===== src/hdl/pgrs_pkg.sv =====
// Shared types and constants for the per-group request serializer.
// Used by pgrs_table and per_group_request_serializer_unit; no dependencies.
`timescale 1ns / 1ps

package pgrs_pkg;

    localparam int DEPTH_DEFAULT = 16;
    localparam logic [6:0]  MAX_TRIES_RESET   = 7'd100;
    localparam logic [15:0] RETRY_DELAY_RESET = 16'd3000;

    typedef enum logic [1:0] {
        OP_REQUEST  = 2'd0,
        OP_CANCEL   = 2'd1,
        OP_RESPONSE = 2'd2,
        OP_UNUSED   = 2'd3
    } op_t;

    typedef enum logic [1:0] {
        REG_REQUEST_ENABLE = 2'd0,
        REG_CANCEL_ENABLE  = 2'd1,
        REG_MAX_TRIES      = 2'd2,
        REG_RETRY_DELAY    = 2'd3
    } reg_idx_t;

    typedef struct packed {
        logic [31:0] id;
        logic [7:0]  group;
        logic [31:0] handle;
        logic [62:0] stamp;
        logic [31:0] order;
    } entry_t;

    // Table write command: insert, try-count update or slot release.
    typedef struct packed {
        logic       insert;
        logic       set_tries;
        logic       release_slot;
        logic [6:0] tries;
        entry_t     entry;
    } tbl_cmd_t;

endpackage


===== src/hdl/pgrs_table.sv =====
// Request table: entry and try-count memories with registered read,
// valid bits in flops. Depends on pgrs_pkg.
`timescale 1ns / 1ps

module pgrs_table #(
    parameter int DEPTH = pgrs_pkg::DEPTH_DEFAULT,
    localparam int IDX_W = $clog2(DEPTH)
) (
    input  logic                 clk,
    input  logic                 rst_n,
    input  logic [IDX_W-1:0]     rd_addr,
    output pgrs_pkg::entry_t     rd_entry,
    output logic [6:0]           rd_tries,
    output logic                 rd_valid,
    input  logic [IDX_W-1:0]     wr_idx,
    input  pgrs_pkg::tbl_cmd_t   cmd
);
    import pgrs_pkg::*;

    entry_t     entry_mem [DEPTH];
    logic [6:0] tries_mem [DEPTH];
    logic [DEPTH-1:0] valid_reg;

    always_ff @(posedge clk)
    begin
        if (cmd.insert)
        begin
            entry_mem[wr_idx] <= cmd.entry;
        end
        rd_entry <= entry_mem[rd_addr];
    end

    always_ff @(posedge clk)
    begin
        if (cmd.insert || cmd.set_tries)
        begin
            tries_mem[wr_idx] <= cmd.tries;
        end
        rd_tries <= tries_mem[rd_addr];
    end

    always_ff @(posedge clk or negedge rst_n)
    begin
        if (!rst_n)
        begin
            valid_reg <= '0;
            rd_valid  <= 1'b0;
        end
        else
        begin
            rd_valid <= valid_reg[rd_addr];
            if (cmd.insert)
            begin
                valid_reg[wr_idx] <= 1'b1;
            end
            else if (cmd.release_slot)
            begin
                valid_reg[wr_idx] <= 1'b0;
            end
        end
    end

endmodule


===== src/hdl/per_group_request_serializer_unit.sv =====
// Top level of the per-group request serializer: sequencer, scan compare
// unit and stream ports. Depends on pgrs_pkg and pgrs_table.
`timescale 1ns / 1ps

// One input transfer is taken at a time and yields an optional issue transfer followed by a
// completion transfer (tlast high). The sequencer walks the table one entry per cycle through
// a single compare unit fed by the table's one read port: every operation that touches the
// table makes a lookup pass over all entries followed by a decision step, and a removal of an
// active entry adds a promotion pass with its own decision step before the output transfers.
// A request with requests disabled, a disabled cancel or an unused op skips the table and
// goes straight to the completion transfer.
// Configuration writes are always taken and apply at once.
module per_group_request_serializer_unit #(
    parameter int TABLE_DEPTH = pgrs_pkg::DEPTH_DEFAULT
) (
    input  logic          clk,
    input  logic          rst_n,
    input  logic          s_tvalid,
    output logic          s_tready,
    // group[7:0], req_id[39:8], payload_handle[71:40], sched_time[135:72],
    // now[198:136], failed[199]
    input  logic [199:0]  s_tdata,
    // op[1:0]
    input  logic [1:0]    s_tuser,
    output logic          m_tvalid,
    input  logic          m_tready,
    // issue_id[31:0], issue_handle[63:32], issue_time[127:64], retry_taken[128],
    // cancel_forwarded[129], dropped[130], zero[135:131]
    output logic [135:0]  m_tdata,
    // kind[0]
    output logic          m_tuser,
    output logic          m_tlast,
    input  logic          cfg_valid,
    output logic          cfg_ready,
    input  logic [1:0]    cfg_index,
    input  logic [15:0]   cfg_data
);
    import pgrs_pkg::*;

    localparam int IDX_W = $clog2(TABLE_DEPTH);
    localparam logic [IDX_W-1:0] LAST_IDX = IDX_W'(TABLE_DEPTH - 1);

    typedef enum logic [9:0] {
        ST_IDLE   = 10'b0000000001,
        ST_SCAN1  = 10'b0000000010,
        ST_END1   = 10'b0000000100,
        ST_DEC1   = 10'b0000001000,
        ST_REMOVE = 10'b0000010000,
        ST_SCAN2  = 10'b0000100000,
        ST_END2   = 10'b0001000000,
        ST_DEC2   = 10'b0010000000,
        ST_ISSUE  = 10'b0100000000,
        ST_DONE   = 10'b1000000000
    } state_t;

    state_t state_reg;

    logic        req_en_reg;
    logic        can_en_reg;
    logic [6:0]  max_tries_reg;
    logic [15:0] retry_delay_reg;
    logic [31:0] insert_cnt_reg;

    op_t         op_reg;
    logic [7:0]  grp_reg;
    logic [31:0] id_reg;
    logic [31:0] hdl_reg;
    logic [63:0] sched_reg;
    logic [62:0] now_reg;
    logic        failed_reg;

    logic [IDX_W-1:0] cnt_reg;
    logic             ev_reg;
    logic [IDX_W-1:0] ev_idx_reg;

    logic             free_reg;
    logic [IDX_W-1:0] free_idx_reg;
    logic             busy_reg;
    logic             hit_reg;
    logic [IDX_W-1:0] hit_idx_reg;
    logic [31:0]      hit_age_reg;
    entry_t           hit_ent_reg;
    logic [6:0]       hit_tries_reg;
    logic             pick_reg;
    logic [IDX_W-1:0] pick_idx_reg;
    logic [31:0]      pick_age_reg;
    entry_t           pick_ent_reg;

    logic [31:0] iss_id_reg;
    logic [31:0] iss_hdl_reg;
    logic [63:0] iss_time_reg;
    logic        retry_reg;
    logic        cfwd_reg;
    logic        drop_reg;

    entry_t           rd_entry;
    logic [6:0]       rd_tries;
    logic             rd_valid;
    logic [IDX_W-1:0] wr_idx;
    tbl_cmd_t         cmd;

    logic        scanning;
    logic        phase2;
    logic [31:0] age;
    logic [63:0] retry_sum;
    logic [63:0] retry_time;
    logic        s_fire;

    pgrs_table #(.DEPTH(TABLE_DEPTH)) u_table (
        .clk      (clk),
        .rst_n    (rst_n),
        .rd_addr  (cnt_reg),
        .rd_entry (rd_entry),
        .rd_tries (rd_tries),
        .rd_valid (rd_valid),
        .wr_idx   (wr_idx),
        .cmd      (cmd)
    );

    assign s_tready  = (state_reg == ST_IDLE);
    assign s_fire    = s_tvalid && s_tready;
    assign cfg_ready = 1'b1;
    assign scanning  = (state_reg == ST_SCAN1) || (state_reg == ST_SCAN2);
    assign phase2    = (state_reg == ST_SCAN2) || (state_reg == ST_END2);
    assign age       = insert_cnt_reg - rd_entry.order;
    assign retry_sum = {1'b0, now_reg} + {48'd0, retry_delay_reg};
    assign retry_time = retry_sum[63] ? {1'b0, {63{1'b1}}} : retry_sum;

    assign m_tvalid = (state_reg == ST_ISSUE) || (state_reg == ST_DONE);
    assign m_tuser  = (state_reg == ST_DONE);
    assign m_tlast  = (state_reg == ST_DONE);
    always_comb
    begin
        if (state_reg == ST_DONE)
        begin
            m_tdata = {5'd0, drop_reg, cfwd_reg, retry_reg, 128'd0};
        end
        else
        begin
            m_tdata = {8'd0, iss_time_reg, iss_hdl_reg, iss_id_reg};
        end
    end

    // Table write port, driven only in the decision and removal steps.
    always_comb
    begin
        cmd = '0;
        wr_idx = hit_idx_reg;
        cmd.entry.id     = id_reg;
        cmd.entry.group  = grp_reg;
        cmd.entry.handle = hdl_reg;
        cmd.entry.stamp  = now_reg;
        cmd.entry.order  = insert_cnt_reg;
        cmd.tries        = hit_tries_reg + 7'd1;
        case (state_reg)
            ST_DEC1:
            begin
                if (op_reg == OP_REQUEST)
                begin
                    wr_idx = free_idx_reg;
                    cmd.insert = free_reg;
                    cmd.tries = busy_reg ? 7'd0 : 7'd1;
                end
                else if (op_reg == OP_RESPONSE)
                begin
                    cmd.set_tries = hit_reg && failed_reg && (hit_tries_reg < max_tries_reg);
                end
            end
            ST_REMOVE:
            begin
                cmd.release_slot = 1'b1;
            end
            ST_DEC2:
            begin
                wr_idx = pick_idx_reg;
                cmd.set_tries = pick_reg;
                cmd.tries = 7'd1;
            end
            default:
            begin
                cmd = '0;
            end
        endcase
    end

    always_ff @(posedge clk or negedge rst_n)
    begin
        if (!rst_n)
        begin
            req_en_reg      <= 1'b0;
            can_en_reg      <= 1'b0;
            max_tries_reg   <= MAX_TRIES_RESET;
            retry_delay_reg <= RETRY_DELAY_RESET;
        end
        else if (cfg_valid)
        begin
            case (reg_idx_t'(cfg_index))
                REG_REQUEST_ENABLE: req_en_reg      <= cfg_data[0];
                REG_CANCEL_ENABLE:  can_en_reg      <= cfg_data[0];
                REG_MAX_TRIES:      max_tries_reg   <= cfg_data[6:0];
                REG_RETRY_DELAY:    retry_delay_reg <= cfg_data;
                default:            req_en_reg      <= req_en_reg;
            endcase
        end
    end

    // Compare unit: one table entry per cycle, evaluated in the cycle after its address.
    always_ff @(posedge clk)
    begin
        ev_idx_reg <= cnt_reg;
        if (state_reg == ST_DEC1)
        begin
            pick_reg <= 1'b0;
        end
        if (state_reg == ST_IDLE)
        begin
            free_reg <= 1'b0;
            busy_reg <= 1'b0;
            hit_reg  <= 1'b0;
        end
        else if (ev_reg && !phase2)
        begin
            if (!rd_valid && !free_reg)
            begin
                free_reg     <= 1'b1;
                free_idx_reg <= ev_idx_reg;
            end
            if (rd_valid && rd_entry.group == grp_reg && rd_tries != 7'd0)
            begin
                busy_reg <= 1'b1;
            end
            if (rd_valid && rd_entry.id == id_reg && (!hit_reg || age < hit_age_reg))
            begin
                hit_reg       <= 1'b1;
                hit_idx_reg   <= ev_idx_reg;
                hit_age_reg   <= age;
                hit_ent_reg   <= rd_entry;
                hit_tries_reg <= rd_tries;
            end
        end
        else if (ev_reg && phase2)
        begin
            if (rd_valid && rd_entry.group == hit_ent_reg.group && rd_tries == 7'd0 &&
                (!pick_reg || rd_entry.stamp < pick_ent_reg.stamp ||
                 (rd_entry.stamp == pick_ent_reg.stamp && age > pick_age_reg)))
            begin
                pick_reg     <= 1'b1;
                pick_idx_reg <= ev_idx_reg;
                pick_age_reg <= age;
                pick_ent_reg <= rd_entry;
            end
        end
    end

    always_ff @(posedge clk)
    begin
        if (s_fire)
        begin
            op_reg     <= op_t'(s_tuser);
            grp_reg    <= s_tdata[7:0];
            id_reg     <= s_tdata[39:8];
            hdl_reg    <= s_tdata[71:40];
            sched_reg  <= s_tdata[135:72];
            now_reg    <= s_tdata[198:136];
            failed_reg <= s_tdata[199];
        end
        if (state_reg == ST_DEC1)
        begin
            if (op_reg == OP_REQUEST)
            begin
                iss_id_reg   <= id_reg;
                iss_hdl_reg  <= hdl_reg;
                iss_time_reg <= sched_reg;
            end
            else
            begin
                iss_id_reg   <= hit_ent_reg.id;
                iss_hdl_reg  <= hit_ent_reg.handle;
                iss_time_reg <= retry_time;
            end
        end
        else if (state_reg == ST_DEC2)
        begin
            iss_id_reg   <= pick_ent_reg.id;
            iss_hdl_reg  <= pick_ent_reg.handle;
            iss_time_reg <= {1'b0, now_reg};
        end
    end

    // Sequencer.
    always_ff @(posedge clk or negedge rst_n)
    begin
        if (!rst_n)
        begin
            state_reg      <= ST_IDLE;
            insert_cnt_reg <= '0;
            cnt_reg        <= '0;
            ev_reg         <= 1'b0;
            retry_reg      <= 1'b0;
            cfwd_reg       <= 1'b0;
            drop_reg       <= 1'b0;
        end
        else
        begin
            ev_reg <= scanning;
            if (scanning)
            begin
                cnt_reg <= cnt_reg + IDX_W'(1);
            end
            else
            begin
                cnt_reg <= '0;
            end
            case (state_reg)
                ST_IDLE:
                begin
                    if (s_fire)
                    begin
                        retry_reg <= 1'b0;
                        drop_reg  <= 1'b0;
                        cfwd_reg  <= 1'b0;
                        case (op_t'(s_tuser))
                            OP_REQUEST:  state_reg <= req_en_reg ? ST_SCAN1 : ST_DONE;
                            OP_CANCEL:   state_reg <= can_en_reg ? ST_SCAN1 : ST_DONE;
                            OP_RESPONSE: state_reg <= ST_SCAN1;
                            default:     state_reg <= ST_DONE;
                        endcase
                    end
                end
                ST_SCAN1:
                begin
                    if (cnt_reg == LAST_IDX)
                    begin
                        state_reg <= ST_END1;
                    end
                end
                ST_END1:
                begin
                    state_reg <= ST_DEC1;
                end
                ST_DEC1:
                begin
                    case (op_reg)
                        OP_REQUEST:
                        begin
                            if (!free_reg)
                            begin
                                drop_reg  <= 1'b1;
                                state_reg <= ST_DONE;
                            end
                            else
                            begin
                                insert_cnt_reg <= insert_cnt_reg + 32'd1;
                                state_reg <= busy_reg ? ST_DONE : ST_ISSUE;
                            end
                        end
                        OP_CANCEL:
                        begin
                            cfwd_reg  <= 1'b1;
                            state_reg <= hit_reg ? ST_REMOVE : ST_DONE;
                        end
                        default:
                        begin
                            if (!hit_reg)
                            begin
                                state_reg <= ST_DONE;
                            end
                            else if (!failed_reg || hit_tries_reg >= max_tries_reg)
                            begin
                                state_reg <= ST_REMOVE;
                            end
                            else
                            begin
                                retry_reg <= 1'b1;
                                state_reg <= ST_ISSUE;
                            end
                        end
                    endcase
                end
                ST_REMOVE:
                begin
                    // a queued entry leaves without promoting anyone
                    state_reg <= (hit_tries_reg == 7'd0) ? ST_DONE : ST_SCAN2;
                end
                ST_SCAN2:
                begin
                    if (cnt_reg == LAST_IDX)
                    begin
                        state_reg <= ST_END2;
                    end
                end
                ST_END2:
                begin
                    state_reg <= ST_DEC2;
                end
                ST_DEC2:
                begin
                    state_reg <= pick_reg ? ST_ISSUE : ST_DONE;
                end
                ST_ISSUE:
                begin
                    if (m_tready)
                    begin
                        state_reg <= ST_DONE;
                    end
                end
                ST_DONE:
                begin
                    if (m_tready)
                    begin
                        state_reg <= ST_IDLE;
                    end
                end
                default:
                begin
                    state_reg <= ST_IDLE;
                end
            endcase
        end
    end

endmodule


===== config.mk =====
export PLATFORM = sky130hd
export DESIGN_NAME = per_group_request_serializer_unit
export DESIGN_NICKNAME = d
export VERILOG_FILES = /design/src/hdl/pgrs_pkg.sv /design/src/hdl/pgrs_table.sv /design/src/hdl/per_group_request_serializer_unit.sv
export SDC_FILE = /design/constraint.sdc
export NUM_CORES = 2
export LEC_CHECK = 0
export BUFFER_PORTS_ARGS = -buffer_cell sky130_fd_sc_hd__buf_2
export CELL_PAD_IN_SITES_DETAIL_PLACEMENT = 1
export CELL_PAD_IN_SITES_GLOBAL_PLACEMENT = 2
export CORE_ASPECT_RATIO = 0.9
export CORE_MARGIN = 10
export CORE_UTILIZATION = 51
export CTS_BUF_LIST = sky130_fd_sc_hd__clkbuf_8 sky130_fd_sc_hd__clkbuf_16
export DETAILED_ROUTE_END_ITERATION = 8
export GPL_ROUTABILITY_DRIVEN = 0
export MAX_ROUTING_LAYER = met4
export PLACE_DENSITY_LB_ADDON = 0.1
export SLEW_MARGIN = 20
export SYNTH_ARGS = -nofsm -noshare
export SYNTH_HDL_FRONTEND = slang
export SYNTH_SLANG_ARGS = --single-unit
export TNS_END_PERCENT = 10

===== constraint.sdc =====
create_clock -name clk -period 70.6 [get_ports clk]
set_input_delay 7.06 -clock clk [delete_from_list [all_inputs] [get_ports clk]]
set_output_delay 7.06 -clock clk [all_outputs]
set_load 0.01 [all_outputs]

==> flow_summary.toml <==
[setup_path]
crit-reg2reg-launch = "insert_cnt_reg[0]$_DFFE_PN0P_"
worstPathMaxFanout = 80
worst-endpoint-required_ps = 63540
critPathArrivalTime_ps = 4330
r2r_slack_ps = 62940
endpoint_kind = "primary output"
crit_path_start_kind = "register"
r2r-end = "hit_ent_reg[95]$_DFFE_PP_"
crit_type = "register to primary output"
crit_start = "state_reg[5]$_DFFE_PN0P_"
r2r_cells = 23
critical_path.endpoint = "m_tdata[22]"

[detailed_routing]
dr_wl_met2_mm = 203
top_layer_used = "met4"
drt-initial-drc-count = 8258
dr.pass1.iters = 5
vias_per_cell = 6.28
num_vias = 80673
routedWlPerCell_um = 33.0
drc = 0
met1Wirelength_mm = 181
wirelength_mm = 424
wl_met3_mm = 28.6
drtAntennaViolNets = 0

[grt]
grt_first_pass_wirelength_mm = 608
grt_max_degree = 140
grt_pass1_vias = 83610
overflow = 0
grt.total_usage_pct = 27.8
antenna_found_initial = 49

[timing]
worst_slew_margin_rel_pct = 22.6
clock_skew_ps = 60.3
hold_viol = 0
setup_violations = 0
worst_pin_slew_ps = 1160
tns_ps = 0
clock.fmax_ghz = 0.0878
drv_slew = 0
rsz0062_at_grt = "no"
period_minus_slack_ps = 11390
period_share_pct = 16.1
fin_hold_ws_ps = 429
worst_slack_ps = 59210

[synthesis]
syn_inst = 8284
synthArstFlopShare_pct = 2.51
synth_edf_count = 3396
synth_area_per_cell_um2 = 17.4
ys_types = 79
ys_warn_count = 0
synthFlopType = "edfxtp_1"
synth.yosys.seq_area_share_pct = 74.8
syn-cell-area_um2 = 144000
ys_ff_latch = 3670

[cells_and_area]
multi_input_area_um2 = 34400
finalInstanceArea_um2 = 163000
layout_common_cells = "3396 x edfxtp_1, 590 x mux2i_1, 500 x o21ai_0, 381 x nand2_1, 375 x clkbuf_16"
final_cells = 12848
final_util_pct = 57.9
largest_register_ff_count = 2672
seqCellArea_um2 = 108000
num-nets-final = 9193
syn2layout_area_growth_pct = 13.1
layout_commonest_cell = "edfxtp_1"
layout-drive-gt1-share_pct = 18.5
nFillCells = 24991

[power_and_ir_drop]
power.density_nw_per_um2 = 29.2
leakage_nw = 61.1
p_total_mw = 4.77
vdd_drop_max_mv = 0.0232

[floorplanning]
chipHeight_um = 525
initial_core_util_pct = 51.2
die_w_um = 581
placement_rows = 185
boundaryPins = 366
design.die.area_um2 = 305000
coreArea_um2 = 282000

[clock_network]
clock-sinks = 3670
cts_tree = "built"
cts_root_buffer = "clkbuf_16"
cts_resized = 0
cts.clk_slew.worst_paths_ps = 60
cts_made_buffers = 373
cts_setup_buffers = 0
cts_hold_buffers = 0
clk_latency_ps = 920
clockBufferDepth = 4
htreeDepth = 5

[worst_hold_path]
hold_path_class = "register to register"

[place]
place_inst = 12146
placed_cell_area_um2 = 151000
pre_cts_ws_ps = 60220
portBuffers = 359
hpwl_mm = 240

[flow_run]
max-cap-violations = 0

[outcome]
status = "completed"
## power by group
group | internal [mW] | switching (mW) | total [mW]
Sequential | 2.40 | 0.0477 | 2.45
Clock | 1.14 | 0.835 | 1.98
Combinational | 0.123 | 0.221 | 0.344
Total | 3.67 | 1.10 | 4.77
## cells in the mapped netlist (5+ instances only)
cell type | instances | share of area (%)
clkbuf_1 | 286 | 0.74
or4_1 | 9 | 0.047
nand4_1 | 53 | 0.23
buf_2 | 26 | 0.090
buf_1 | 74 | 0.19
or3_1 | 14 | 0.061
o31ai_1 | 5 | 0.026
a211o_1 | 7 | 0.042
xnor2_1 | 80 | 0.49
o21bai_1 | 6 | 0.031
edfxtp_1 | 3396 | 71
nor3_1 | 30 | 0.10
nor2b_1 | 16 | 0.069
o21ai_0 | 500 | 1.7
nand2_1 | 384 | 1.0
a211oi_1 | 11 | 0.057
o32ai_1 | 11 | 0.067
mux2i_1 | 590 | 4.1
a22oi_1 | 183 | 0.95
a21oi_1 | 311 | 1.1
a221oi_1 | 176 | 1.1
buf_4 | 8 | 0.042
and2_1 | 293 | 1.3
a31oi_1 | 27 | 0.12
dfrtp_1 | 81 | 1.4
o221ai_1 | 5 | 0.030
nor2_1 | 156 | 0.41
o211ai_1 | 7 | 0.036
mux4_2 | 350 | 5.5
xor2_1 | 51 | 0.31
dfxtp_1 | 182 | 2.5
o21a_1 | 16 | 0.083
o21ai_1 | 42 | 0.15
nand2b_1 | 15 | 0.065
mux2_2 | 201 | 1.6
and3_1 | 26 | 0.11
o22ai_1 | 36 | 0.16
nor4_1 | 21 | 0.091
dfstp_2 | 11 | 0.20
inv_1 | 198 | 0.51
nand3_1 | 72 | 0.25
a21o_1 | 69 | 0.36
ha_1 | 184 | 1.6
## layer usage
layer  track usage (%)  up-vias
li1                  -    33751
met1              39.1    43034
met2              44.0     3235
met3              3.30      653
met4              6.72        0
met5                 -        -
## kinds of logic (layout without fill, tap and decap cells)
| logic type | Yosys count | count (layout) | synth area share, % |
|---|---|---|---|
| xor gates and xnor gates | 131 | 131 | 0.795 |
| and+or+nand+nor | 1121 | 1121 | 3.90 |
| AOI/OAI and AO/OA | 1439 | 1439 | 6.17 |
| buffers and inverters | 594 | 1401 | 1.59 |
| DFF | 3670 | 3670 | 74.8 |
| adders and majority gates | 186 | 186 | 1.62 |
| muxes | 1141 | 1141 | 11.1 |
| other | 2 | 19 | 0.00520 |
## how the worst min path moves through the flow
| stage | from | endpoint | depth (start not counted) |
|---|---|---|---|
| after floorplan | cnt_reg[2]$_DFF_PN0_ | ev_idx_reg[2]$_DFF_P_ | 0 |
| after global placement | u_table.rd_entry[126]$_DFF_P_ | pick_ent_reg[126]$_DFFE_PP_ | 0 |
| after detailed placement | u_table.rd_entry[109]$_DFF_P_ | hit_ent_reg[109]$_DFFE_PP_ | 0 |
| after CTS | u_table.rd_entry[65]$_DFF_P_ | pick_ent_reg[65]$_DFFE_PP_ | 0 |
| after global routing | u_table.rd_entry[65]$_DFF_P_ | pick_ent_reg[65]$_DFFE_PP_ | 0 |
| final | u_table.rd_entry[126]$_DFF_P_ | pick_ent_reg[126]$_DFFE_PP_ | 0 |
## area by class of cell
| type | instances | area share [%] |
|---|---|---|
| antenna | 13 | 0.0199 |
| clock buffer | 410 | 6.04 |
| clock inverter | 278 | 1.45 |
| inverter | 199 | 0.462 |
| multi-input combinational | 4024 | 21.1 |
| sequential | 3670 | 66.1 |
| tap | 3740 | 2.87 |
| timing repair buffer | 514 | 1.98 |
## worst max-delay path: stages (launching register included)
cell and delay (ps):
dfrtp_1 470, or3_1 470, nor2_1 200, nand2_1 150
or3_1 380, or3_4 530, buf_4 450, and2_1 400
buf_2 150
No activity file was read; power rests on OpenSTA's default activity.
